**src/hue_cycle_hsv_to_rgb_macros.svh**
```systemverilog
// Assertion macros shared by the hue cycle HSV to RGB modules.
`ifndef HUE_CYCLE_HSV_TO_RGB_MACROS_SVH
`define HUE_CYCLE_HSV_TO_RGB_MACROS_SVH
`ifndef SYNTHESIS
`define HCHR_ASSERT(label, prop, msg) \
	label: assert property (@(posedge clk) disable iff (!arst_n) prop) else $error(msg);
`define HCHR_NEVER(label, expr, msg) \
	label: assert property (@(posedge clk) disable iff (!arst_n) !(expr)) else $error(msg);
`else
`define HCHR_ASSERT(label, prop, msg)
`define HCHR_NEVER(label, expr, msg)
`endif
`endif

```
**src/hchr_pkg.sv**
```systemverilog
// Shared constants, types and helper functions of the hue cycle HSV to RGB block.
package hchr_pkg;

	localparam int HUE_BITS   = 16;
	localparam int COLOR_BITS = 8;
	localparam int ELAPSED_W  = 16;
	localparam int SPEED_W    = 24;
	localparam int OFFSET_W   = 16;
	localparam int UNIT_W     = 8;
	localparam int CHAN_W     = 8;
	localparam int CFG_IDX_W  = 8;
	localparam int CFG_DATA_W = 24;
	localparam int FIFO_DEPTH = 2;

	localparam int UP_SHIFT   = (HUE_BITS >= 16) ? HUE_BITS - 16 : 0;
	localparam int DOWN_SHIFT = (HUE_BITS < 16) ? 16 - HUE_BITS : 0;

	localparam logic [SPEED_W-1:0]  SPEED_RESET      = 24'd5243;
	localparam logic [OFFSET_W-1:0] HUE_OFFSET_RESET = 16'd0;
	localparam logic [UNIT_W-1:0]   SATURATION_RESET = 8'd230;
	localparam logic [UNIT_W-1:0]   BRIGHTNESS_RESET = 8'd242;

	localparam logic [CFG_IDX_W-1:0] CFG_SPEED      = 8'd0;
	localparam logic [CFG_IDX_W-1:0] CFG_HUE_OFFSET = 8'd1;
	localparam logic [CFG_IDX_W-1:0] CFG_SATURATION = 8'd2;
	localparam logic [CFG_IDX_W-1:0] CFG_BRIGHTNESS = 8'd3;

	typedef logic [HUE_BITS-1:0] hue_t;

	typedef struct packed {
		logic [UNIT_W-1:0] saturation;
		logic [UNIT_W-1:0] brightness;
	} color_cfg_t;

	typedef struct packed {
		logic [CHAN_W-1:0] red;
		logic [CHAN_W-1:0] green;
		logic [CHAN_W-1:0] blue;
		logic [15:0]       hue;
	} result_t;

	function automatic hue_t q16_to_hue(input logic [15:0] x);
		logic [47:0] wide;
		wide = (48'(x) << UP_SHIFT) >> DOWN_SHIFT;
		return hue_t'(wide);
	endfunction

	function automatic logic [15:0] hue_to_q16(input hue_t h);
		logic [47:0] wide;
		wide = (48'(h) << DOWN_SHIFT) >> UP_SHIFT;
		return wide[15:0];
	endfunction

endpackage

```
**src/hchr_fifo.sv**
```systemverilog
// Short hue queue between the phase front end and the color back end.
`include "hue_cycle_hsv_to_rgb_macros.svh"

module hchr_fifo (
	input  logic              clk,
	input  logic              arst_n,
	input  logic              push,
	input  hchr_pkg::hue_t    data_in,
	output logic              full,
	input  logic              pop,
	output hchr_pkg::hue_t    data_out,
	output logic              empty
);

	localparam int PTR_W = (hchr_pkg::FIFO_DEPTH > 1) ? $clog2(hchr_pkg::FIFO_DEPTH) : 1;
	localparam int CNT_W = $clog2(hchr_pkg::FIFO_DEPTH + 1);
	localparam logic [PTR_W-1:0] LAST_PTR = PTR_W'(hchr_pkg::FIFO_DEPTH - 1);

	hchr_pkg::hue_t   mem_q [hchr_pkg::FIFO_DEPTH];
	logic [PTR_W-1:0] wr_ptr_q;
	logic [PTR_W-1:0] rd_ptr_q;
	logic [CNT_W-1:0] cnt_q;

	assign full     = (cnt_q == CNT_W'(hchr_pkg::FIFO_DEPTH));
	assign empty    = (cnt_q == '0);
	assign data_out = mem_q[rd_ptr_q];

	always_ff @(posedge clk or negedge arst_n) begin
		if (!arst_n) begin
			wr_ptr_q <= '0;
			rd_ptr_q <= '0;
			cnt_q    <= '0;
		end else begin
			if (push) begin
				wr_ptr_q <= (wr_ptr_q == LAST_PTR) ? '0 : wr_ptr_q + 1'b1;
			end
			if (pop) begin
				rd_ptr_q <= (rd_ptr_q == LAST_PTR) ? '0 : rd_ptr_q + 1'b1;
			end
			if (push && !pop) begin
				cnt_q <= cnt_q + 1'b1;
			end else if (pop && !push) begin
				cnt_q <= cnt_q - 1'b1;
			end
		end
	end

	always_ff @(posedge clk) begin
		if (push) begin
			mem_q[wr_ptr_q] <= data_in;
		end
	end

	`HCHR_NEVER(a_fifo_overflow, push && full, "Hue queue written while full.")
	`HCHR_NEVER(a_fifo_underflow, pop && empty, "Hue queue read while empty.")
	`HCHR_ASSERT(a_fifo_count, push && !pop |=> cnt_q == $past(cnt_q) + 1'b1, "Hue queue count did not grow on a write.")

endmodule

```
**src/hchr_front.sv**
```systemverilog
// Front end: takes time ticks, advances the hue phase and queues the hue of each tick.
module hchr_front (
	input  logic                            clk,
	input  logic                            arst_n,
	input  logic                            push,
	input  logic [hchr_pkg::ELAPSED_W-1:0]  elapsed,
	output logic                            full,
	input  logic [hchr_pkg::SPEED_W-1:0]    speed,
	input  logic [hchr_pkg::OFFSET_W-1:0]   hue_offset,
	output logic                            fifo_push,
	output hchr_pkg::hue_t                  fifo_data,
	input  logic                            fifo_full
);

	localparam int PROD_W = hchr_pkg::ELAPSED_W + hchr_pkg::SPEED_W;

	logic [PROD_W-1:0] prod;
	hchr_pkg::hue_t    inc;
	hchr_pkg::hue_t    phase_next;
	hchr_pkg::hue_t    phase_q;
	hchr_pkg::hue_t    inc_s1;
	logic              valid_s1;

	assign prod       = PROD_W'(elapsed) * PROD_W'(speed);
	assign inc        = hchr_pkg::hue_t'(prod >> (32 - hchr_pkg::HUE_BITS));
	assign phase_next = phase_q + inc_s1;
	assign fifo_data  = phase_next + hchr_pkg::q16_to_hue(hue_offset);
	assign fifo_push  = valid_s1 && !fifo_full;
	assign full       = valid_s1 && fifo_full;

	always_ff @(posedge clk or negedge arst_n) begin
		if (!arst_n) begin
			valid_s1 <= 1'b0;
			phase_q  <= '0;
		end else begin
			if (push && !full) begin
				valid_s1 <= 1'b1;
			end else if (fifo_push) begin
				valid_s1 <= 1'b0;
			end
			if (fifo_push) begin
				phase_q <= phase_next;
			end
		end
	end

	always_ff @(posedge clk) begin
		if (push && !full) begin
			inc_s1 <= inc;
		end
	end

endmodule

```
**src/hchr_back.sv**
```systemverilog
// Back end: turns a queued hue into red, green and blue by the six-sector HSV rule.
`include "hue_cycle_hsv_to_rgb_macros.svh"

module hchr_back (
	input  logic                  clk,
	input  logic                  arst_n,
	input  logic                  fifo_empty,
	input  hchr_pkg::hue_t        fifo_data,
	output logic                  fifo_pop,
	input  hchr_pkg::color_cfg_t  color,
	output logic                  out_valid,
	input  logic                  pop,
	output hchr_pkg::result_t     result
);

	localparam int H     = hchr_pkg::HUE_BITS;
	localparam int CB    = hchr_pkg::COLOR_BITS;
	localparam int H3    = H + 3;
	localparam int AW    = H + 8;
	localparam int VCW   = 8 + CB;
	localparam int PW    = VCW + AW;
	localparam int XW    = PW - H;
	localparam int YW    = XW + 17;
	localparam int QEW   = YW - 32;
	localparam logic [VCW-1:0] COLOR_MAX = VCW'((64'd1 << CB) - 64'd1);
	localparam logic [AW-1:0]  FULL_A    = AW'(64'd255 << H);
	localparam logic [XW-1:0]  DEN       = XW'(64'd65025);
	localparam logic [16:0]    RECIP     = 17'((64'd1 << 32) / 64'd65025);

	typedef enum logic [2:0] {
		S_IDLE,
		S_PREP,
		S_ISSUE,
		S_DRAIN,
		S_OUT
	} state_t;

	typedef enum logic [2:0] {
		SEC_RED_YELLOW,
		SEC_YELLOW_GREEN,
		SEC_GREEN_CYAN,
		SEC_CYAN_BLUE,
		SEC_BLUE_MAGENTA,
		SEC_MAGENTA_RED
	} sector_t;

	typedef enum logic [1:0] {
		CH_V,
		CH_P,
		CH_Q,
		CH_T
	} chan_sel_t;

	state_t            state_q;
	chan_sel_t         idx_q;
	sector_t           sector_q;
	hchr_pkg::hue_t    hue_q;
	hchr_pkg::hue_t    f_q;
	logic [AW-1:0]     fs_q;
	logic [AW-1:0]     fcs_q;
	logic [VCW-1:0]    vc_q;
	logic              out_valid_q;
	hchr_pkg::result_t result_q;

	logic [H3-1:0]     hue6;
	logic [H:0]        f_comp;
	logic [AW-1:0]     a_sel;
	logic              load;

	logic              vld_s1;
	logic              vld_s2;
	chan_sel_t         idx_s1;
	chan_sel_t         idx_s2;
	logic [PW-1:0]     p_s1;
	logic [XW-1:0]     x_s2;
	logic [YW-1:0]     y_s2;

	logic [QEW-1:0]    q_est;
	logic [XW-1:0]     rem;
	logic [QEW-1:0]    quot;
	logic [CB-1:0]     val_q [4];

	logic [CB-1:0]     ch_r;
	logic [CB-1:0]     ch_g;
	logic [CB-1:0]     ch_b;

	assign fifo_pop  = (state_q == S_IDLE) && !fifo_empty;
	assign hue6      = H3'(fifo_data) * H3'(6);
	assign f_comp    = {1'b1, {H{1'b0}}} - {1'b0, f_q};
	assign load      = (state_q == S_OUT) && (!out_valid_q || pop);
	assign out_valid = out_valid_q;
	assign result    = result_q;

	always_comb begin
		case (idx_q)
			CH_V:    a_sel = FULL_A;
			CH_P:    a_sel = AW'(AW'(8'd255 - color.saturation) << H);
			CH_Q:    a_sel = FULL_A - fs_q;
			CH_T:    a_sel = FULL_A - fcs_q;
			default: a_sel = FULL_A;
		endcase
	end

	always_comb begin
		q_est = y_s2[YW-1:32];
		rem   = x_s2 - XW'(XW'(q_est) * DEN);
		quot  = (rem >= DEN) ? q_est + 1'b1 : q_est;
	end

	always_comb begin
		case (sector_q)
			SEC_RED_YELLOW: begin
				ch_r = val_q[CH_V];
				ch_g = val_q[CH_T];
				ch_b = val_q[CH_P];
			end
			SEC_YELLOW_GREEN: begin
				ch_r = val_q[CH_Q];
				ch_g = val_q[CH_V];
				ch_b = val_q[CH_P];
			end
			SEC_GREEN_CYAN: begin
				ch_r = val_q[CH_P];
				ch_g = val_q[CH_V];
				ch_b = val_q[CH_T];
			end
			SEC_CYAN_BLUE: begin
				ch_r = val_q[CH_P];
				ch_g = val_q[CH_Q];
				ch_b = val_q[CH_V];
			end
			SEC_BLUE_MAGENTA: begin
				ch_r = val_q[CH_T];
				ch_g = val_q[CH_P];
				ch_b = val_q[CH_V];
			end
			default: begin
				ch_r = val_q[CH_V];
				ch_g = val_q[CH_P];
				ch_b = val_q[CH_Q];
			end
		endcase
	end

	always_ff @(posedge clk or negedge arst_n) begin
		if (!arst_n) begin
			state_q     <= S_IDLE;
			idx_q       <= CH_V;
			sector_q    <= SEC_RED_YELLOW;
			hue_q       <= '0;
			f_q         <= '0;
			fs_q        <= '0;
			fcs_q       <= '0;
			vc_q        <= '0;
			out_valid_q <= 1'b0;
			result_q    <= '0;
		end else begin
			if (pop && !load) begin
				out_valid_q <= 1'b0;
			end
			case (state_q)
				S_IDLE: begin
					if (!fifo_empty) begin
						hue_q    <= fifo_data;
						sector_q <= sector_t'(hue6[H3-1:H]);
						f_q      <= hue6[H-1:0];
						state_q  <= S_PREP;
					end
				end
				S_PREP: begin
					fs_q    <= AW'(AW'(f_q) * AW'(color.saturation));
					fcs_q   <= AW'((H + 9)'(f_comp) * (H + 9)'(color.saturation));
					vc_q    <= VCW'(color.brightness) * COLOR_MAX;
					idx_q   <= CH_V;
					state_q <= S_ISSUE;
				end
				S_ISSUE: begin
					idx_q <= chan_sel_t'(idx_q + 1'b1);
					if (idx_q == CH_T) begin
						state_q <= S_DRAIN;
					end
				end
				S_DRAIN: begin
					if (!vld_s1 && !vld_s2) begin
						state_q <= S_OUT;
					end
				end
				S_OUT: begin
					if (load) begin
						result_q.red   <= 8'(ch_r);
						result_q.green <= 8'(ch_g);
						result_q.blue  <= 8'(ch_b);
						result_q.hue   <= hchr_pkg::hue_to_q16(hue_q);
						out_valid_q    <= 1'b1;
						state_q        <= S_IDLE;
					end
				end
				default: begin
					state_q <= S_IDLE;
				end
			endcase
		end
	end

	always_ff @(posedge clk or negedge arst_n) begin
		if (!arst_n) begin
			vld_s1 <= 1'b0;
			vld_s2 <= 1'b0;
		end else begin
			vld_s1 <= (state_q == S_ISSUE);
			vld_s2 <= vld_s1;
		end
	end

	always_ff @(posedge clk) begin
		p_s1   <= PW'(vc_q) * PW'(a_sel);
		idx_s1 <= idx_q;
		x_s2   <= p_s1[PW-1:H];
		y_s2   <= YW'(p_s1[PW-1:H]) * YW'(RECIP);
		idx_s2 <= idx_s1;
		if (vld_s2) begin
			val_q[idx_s2] <= CB'(quot);
		end
	end

	`HCHR_ASSERT(a_back_pop_idle, fifo_pop |-> state_q == S_IDLE, "Hue taken from the queue while busy.")
	`HCHR_ASSERT(a_back_quot_range, vld_s2 |-> quot <= QEW'(COLOR_MAX), "Channel value above full scale.")
	`HCHR_ASSERT(a_back_drained, state_q == S_OUT |-> !vld_s1 && !vld_s2, "Result formed before all channel values were written.")

endmodule

```
**src/hue_cycle_hsv_to_rgb.sv**
```systemverilog
// Top level of the hue cycle HSV to RGB color generator.
//
// Usage: each request on the input queue (push, full, elapsed) is a time tick.
// The block advances a wrapping hue phase by elapsed times speed, adds the hue
// offset and converts hue, saturation and brightness to red, green and blue.
// Results come out of a queue-like port: while empty is low, red, green, blue
// and hue show the oldest result, and it is taken when pop is high.
// Configuration is written through cfg_valid, cfg_ready, cfg_index and cfg_data:
// index 0 is speed, 1 is hue offset, 2 is saturation, 3 is brightness; other
// indexes are ignored. cfg_ready is always high.
// The back end converts one hue at a time; the limit on the result rate is the
// shared multiply and divide-by-constant pipeline of the back end, which forms
// four channel values one after another. A short queue lets ticks be accepted
// while the back end works and while a result waits to be taken.
// Reset clears the phase to zero, loads the default register values and empties
// every queue. When the receiver stalls, the finished result is held, then the
// queue fills and full rises.
module hue_cycle_hsv_to_rgb (
	input  logic                             clk,
	input  logic                             arst_n,
	input  logic                             push,
	output logic                             full,
	input  logic [hchr_pkg::ELAPSED_W-1:0]   elapsed,
	output logic                             empty,
	input  logic                             pop,
	output logic [hchr_pkg::CHAN_W-1:0]      red,
	output logic [hchr_pkg::CHAN_W-1:0]      green,
	output logic [hchr_pkg::CHAN_W-1:0]      blue,
	output logic [15:0]                      hue,
	input  logic                             cfg_valid,
	output logic                             cfg_ready,
	input  logic [hchr_pkg::CFG_IDX_W-1:0]   cfg_index,
	input  logic [hchr_pkg::CFG_DATA_W-1:0]  cfg_data
);

	logic [hchr_pkg::SPEED_W-1:0]  speed_q;
	logic [hchr_pkg::OFFSET_W-1:0] hue_offset_q;
	hchr_pkg::color_cfg_t          color_q;

	logic                          fifo_push;
	logic                          fifo_full;
	logic                          fifo_pop;
	logic                          fifo_empty;
	hchr_pkg::hue_t                fifo_wdata;
	hchr_pkg::hue_t                fifo_rdata;
	logic                          out_valid;
	hchr_pkg::result_t             result;

	assign cfg_ready = 1'b1;
	assign empty     = !out_valid;
	assign red       = result.red;
	assign green     = result.green;
	assign blue      = result.blue;
	assign hue       = result.hue;

	always_ff @(posedge clk or negedge arst_n) begin
		if (!arst_n) begin
			speed_q            <= hchr_pkg::SPEED_RESET;
			hue_offset_q       <= hchr_pkg::HUE_OFFSET_RESET;
			color_q.saturation <= hchr_pkg::SATURATION_RESET;
			color_q.brightness <= hchr_pkg::BRIGHTNESS_RESET;
		end else if (cfg_valid && cfg_ready) begin
			case (cfg_index)
				hchr_pkg::CFG_SPEED:      speed_q            <= cfg_data[hchr_pkg::SPEED_W-1:0];
				hchr_pkg::CFG_HUE_OFFSET: hue_offset_q       <= cfg_data[hchr_pkg::OFFSET_W-1:0];
				hchr_pkg::CFG_SATURATION: color_q.saturation <= cfg_data[hchr_pkg::UNIT_W-1:0];
				hchr_pkg::CFG_BRIGHTNESS: color_q.brightness <= cfg_data[hchr_pkg::UNIT_W-1:0];
				default: begin
				end
			endcase
		end
	end

	hchr_front u_front (
		.clk        (clk),
		.arst_n     (arst_n),
		.push       (push),
		.elapsed    (elapsed),
		.full       (full),
		.speed      (speed_q),
		.hue_offset (hue_offset_q),
		.fifo_push  (fifo_push),
		.fifo_data  (fifo_wdata),
		.fifo_full  (fifo_full)
	);

	hchr_fifo u_fifo (
		.clk      (clk),
		.arst_n   (arst_n),
		.push     (fifo_push),
		.data_in  (fifo_wdata),
		.full     (fifo_full),
		.pop      (fifo_pop),
		.data_out (fifo_rdata),
		.empty    (fifo_empty)
	);

	hchr_back u_back (
		.clk        (clk),
		.arst_n     (arst_n),
		.fifo_empty (fifo_empty),
		.fifo_data  (fifo_rdata),
		.fifo_pop   (fifo_pop),
		.color      (color_q),
		.out_valid  (out_valid),
		.pop        (pop),
		.result     (result)
	);

endmodule
```
**config.mk**
```make
export PLATFORM = sky130hd
export DESIGN_NAME = hue_cycle_hsv_to_rgb
export DESIGN_NICKNAME = d
export VERILOG_FILES = /design/src/hchr_pkg.sv /design/src/hchr_fifo.sv /design/src/hchr_front.sv /design/src/hchr_back.sv /design/src/hue_cycle_hsv_to_rgb.sv
export VERILOG_INCLUDE_DIRS = /design/src /design/src/src
export SDC_FILE = /design/constraint.sdc
export NUM_CORES = 2
export LEC_CHECK = 0
export BUFFER_PORTS_ARGS = -buffer_cell sky130_fd_sc_hd__buf_4
export CORE_UTILIZATION = 25
export CTS_CLUSTER_DIAMETER = 30
export DETAILED_ROUTE_END_ITERATION = 16
export HOLD_SLACK_MARGIN = 0.05
export PLACE_DENSITY = 0.4
export RECOVER_POWER = 50
export SLEW_MARGIN = 0
export SYNTH_ARGS = -nofsm -noshare
export SYNTH_HDL_FRONTEND = slang
export SYNTH_HIERARCHICAL = 1
export SYNTH_SLANG_ARGS = --single-unit
```
**constraint.sdc**
```tcl
create_clock -name clk -period 9.3 [get_ports clk]
set_input_delay 0.465 -clock clk [delete_from_list [all_inputs] [get_ports clk]]
set_output_delay 0.465 -clock clk [all_outputs]
set_load 0.03 [all_outputs]
```
==> key figures <==
Power
  • Switching pwr: 11.0 mW
  • PD cells: 368 nW/µm²
  • Sw Share: 49.5%
  • Comb power frac: 68.2%
  • Flop pwr share: 14.2%
  • Clk pwr share: 17.6%
  • Internal power: 11.3 mW
  • Max IR drop VDD: 0.581 mV
  • P_leak: 29.5 nW

Clock network
  • Max H-tree Level: 3
  • Worst-Skew Late Latency: 0.72 ns
  • Setup bufs post-CTS: 0
  • Clk slew on worst S/H paths: 0.05 ns
  • Clock root cell: clkbuf_16
  • Clock buffer depth: 3
  • TritonCTS clock tree: built
  • CTS Sinks: 360
  • CTS Buf Count: 108

Global routing
  • Grt met3 use: 1.81%
  • First-pass GRT wire length: 233 mm
  • Vias in the first global route: 40600
  • Total track usage: 14.0%
  • GRT met2 Usage: 23.9%
  • Largest net degree at the start of global routing: 76
  • Global Route met1 Usage: 18.7%
  • Remaining Overflow, GRT: 0
  • GR peak layer: met2
  • Antenna violations before repair: 5

Layout
  • Final nets: 7129
  • Area delta synth->final: 14.6%
  • Share of cells above drive strength 1: 7.90%
  • Fillers: 22200

Place
  • Gp weighted congestion: 0.804
  • Dpl ws: 0.593 ns
  • Post-DP HPWL: 115 mm
  • Number of port buffers: 94

Logic synthesis
  • Post-synth top flop: dfrtp_1
  • Synth Instances: 5613
  • Sequential area share after synthesis: 17.3%
  • Warnings, synthesis: 6
  • Yosys reg bits: 360
  • Mapped Avg Cell Area: 9.42 µm²
  • Post-synth EDFFs: 80
  • Asr flop ratio synth: 60.8%
  • Synthesized Nets: 7052
  • Yosys cell types: 98
  • Mapped Area: 52900 µm²

Timing
  • Fin. Hold Viols: 0
  • Setup violations, final: 0
  • Setup TNS: 0 ns
  • Minimum clock period: 8.61 ns
  • Clock Skews: 0.0515 ns
  • RSZ-0062 raised after global routing: false
  • Max-slew violations: 326
  • Least-Margin Pin Slew: 3.90 ns
  • Period utilization: 92.5%
  • Max Fclk: 116 MHz
  • Slew headroom: -160%
  • Final worst-path setup slack: 0.694 ns
  • Hold_ws: 0.106 ns

Critical path
  • Crit-path max FO: 9
  • Cell mode on critical path: fa_1
  • Kind of start point of the critical path: flip-flop
  • Critical Path AT: 9.21 ns
  • CP Capture Type: flip-flop
  • Worst Path Required: 9.91 ns
  • WS Path Type: flip-flop to flip-flop
  • CP peak stage delay: 0.55 ns
  • Slowest stage cell, crit path: fa_1

Floorplan
  • Total die area: 213000 µm²
  • I/O Pins: 96
  • Starting Density: 25.2%
  • Num rows: 168
  • Die W: 462 µm
  • Core ar.: 210000 µm²
  • Die height: 462 µm

Route
  • DR WL/cell: 17.1 µm
  • Routed vias/inst: 4.35
  • DR iter-0 viols: 1688
  • Vias: 37400
  • Remaining antenna violation count after routing: 0
  • Drt total wl: 147 mm
  • Drt pass-1 iters: 5
  • DR DRC count: 0

Outcome
  • Failing checks: capacitance limit, slew limit
  • Outcome: finished, violations left

Job
  • Reported max-cap violation count: 7

Hold path
  • Hold WC Path Type: input pin to flip-flop
[power groups by stage]
stage	clock [mW]	sequential, mW	combinational (mW)
2_1_floorplan	0	2.83	11.6
3_3_place_gp	0	3.21	15.3
3_5_place_dp	0	3.21	15.4
4_1_cts	4.03	3.19	15.5
5_1_grt	4.12	3.26	17.4
6_report	3.93	3.16	15.2
[cells in the final DEF, fill, tap and decap left out, drive strengths merged, types with 19 or more instances in the layout]
master	n
and2	413
buf	115
nand4	19
nand3	29
inv	1053
a31oi	19
and3	28
clkinv	39
a21o	49
xor2	71
o21a	26
o31ai	19
nand2	781
clkbuf	179
xnor2	142
nor2b	63
ha	563
nor2	142
o21ai	162
fa	823
dfrtp	201
a21oi	175
dfxtp	61
mux2i	23
a211oi	51
mux2	109
nor3	45
edfxtp	80
nand2b	25
[final timing paths]
kind | start | end | slack [ns] | cells past startpoint
worst min-delay path | cfg_data[7] | hue_offset_q[7] | 0.11 | 2
max in group asynchronous | arst_n | u_back/out_valid | 2.59 | 3
worst max-delay path | u_back/fcs_q[1] | u_back/p_s1[39] | 0.69 | 34
worst max register to register | u_back/fcs_q[1] | u_back/p_s1[39] | 0.69 | 34
min in group asynchronous | arst_n | u_back/vc_q[6] | 1.85 | 2
worst min register to register | u_back/idx_s1[0] | u_back/idx_s2[0] | 0.33 | 0
[state kept, by name (all words and copies together), names as in the netlist, 3 cells and up]
name / flops
u_front/inc_s1: 16
u_back/fs_q: 22
u_fifo/mem_q: 32
u_back/state_q: 3
u_back/result: 40
hue_offset_q: 16
u_back/sector_q: 3
color_q: 16
speed_q: 24
u_back/fcs_q: 23
u_back/hue_q: 16
u_back/f_q: 14
u_back/vc_q: 16
u_back/p_s1: 24
u_front/phase_q: 16
u_back/y_s2: 10
u_back/val_q: 32
u_back/x_s2: 23
[per-layer routing]
layer	share of wire (%)	routed length [µm]
met1	47	69000
met2	48	69900
met3	3.3	4780
met4	2.0	2930
met5	0.0048	7
[worst max-delay path: cells and delay by family (launching register included)]
family / cells / cell delay [ns]
simple gates: 7 / 1.98
xor+xnor: 2 / 0.22
fa+ha+maj: 8 / 3.64
compound gates: 10 / 1.61
flops: 1 / 0.40
buf+inv: 7 / 0.67
[Yosys cell counts, types with 48 or more instances]
cell type	count	area, µm²
dfrtp_1	201	5030
edfxtp_1	80	2400
mux2_2	79	890
o21ai_0	157	786
xor2_1	71	622
clkbuf_1	185	694
a21o_1	48	360
ha_1	563	7040
nor2_1	142	533
nand2_1	781	2930
fa_1	823	16500
a21oi_1	173	866
nor2b_1	63	394
and2_1	413	2580
dfxtp_1	61	1220
inv_1	1047	3930
xnor2_1	142	1240
[area by class of cell]
class                      instances  area [µm²]  area share (%)
antenna                            4        10.0          0.0165
clock buffer                     131        2920            4.82
clock inverter                    75        1050            1.73
inverter                        1049        3940            6.50
multi-input combinational       3990       38800            64.1
sequential                       360        9130            15.1
tap                             2805        3510            5.79
timing repair buffer             181        1230            2.03
[stage by stage]
stage | cell area (µm²) | power (mW) | instances | utilization [%]
floorplan | 52900 | 14.5 | 5613 | -
global placement | 56700 | 18.6 | 8367 | 27.0
detailed placement | 56700 | 18.6 | 8367 | 27.0
CTS | 60900 | 22.8 | 8591 | 29.0
global route | 60600 | 24.8 | 8591 | 28.9
finish | 60600 | 22.3 | 8595 | 28.9
[kinds of logic after synthesis]
family / count (synthesis) / synth area share [%]
compound gates: 637 / 7.70
xor+xnor: 213 / 3.53
fa+ha+maj: 1387 / 44.5
buf+inv: 1263 / 9.14
flops: 360 / 17.3
mux: 132 / 2.97
other cells: 1 / 0.00709
simple gates: 1620 / 14.9
[repair_timing]
| item | CTS | global route |
|---|---|---|
| hold buffers | 18 | 0 |
| resized for setup | 0 | 0 |
| hold endpoints to repair | 72 | 0 |
| setup endpoints to repair | 0 | 0 |
Note: power is estimated with default switching activity, not from simulation.
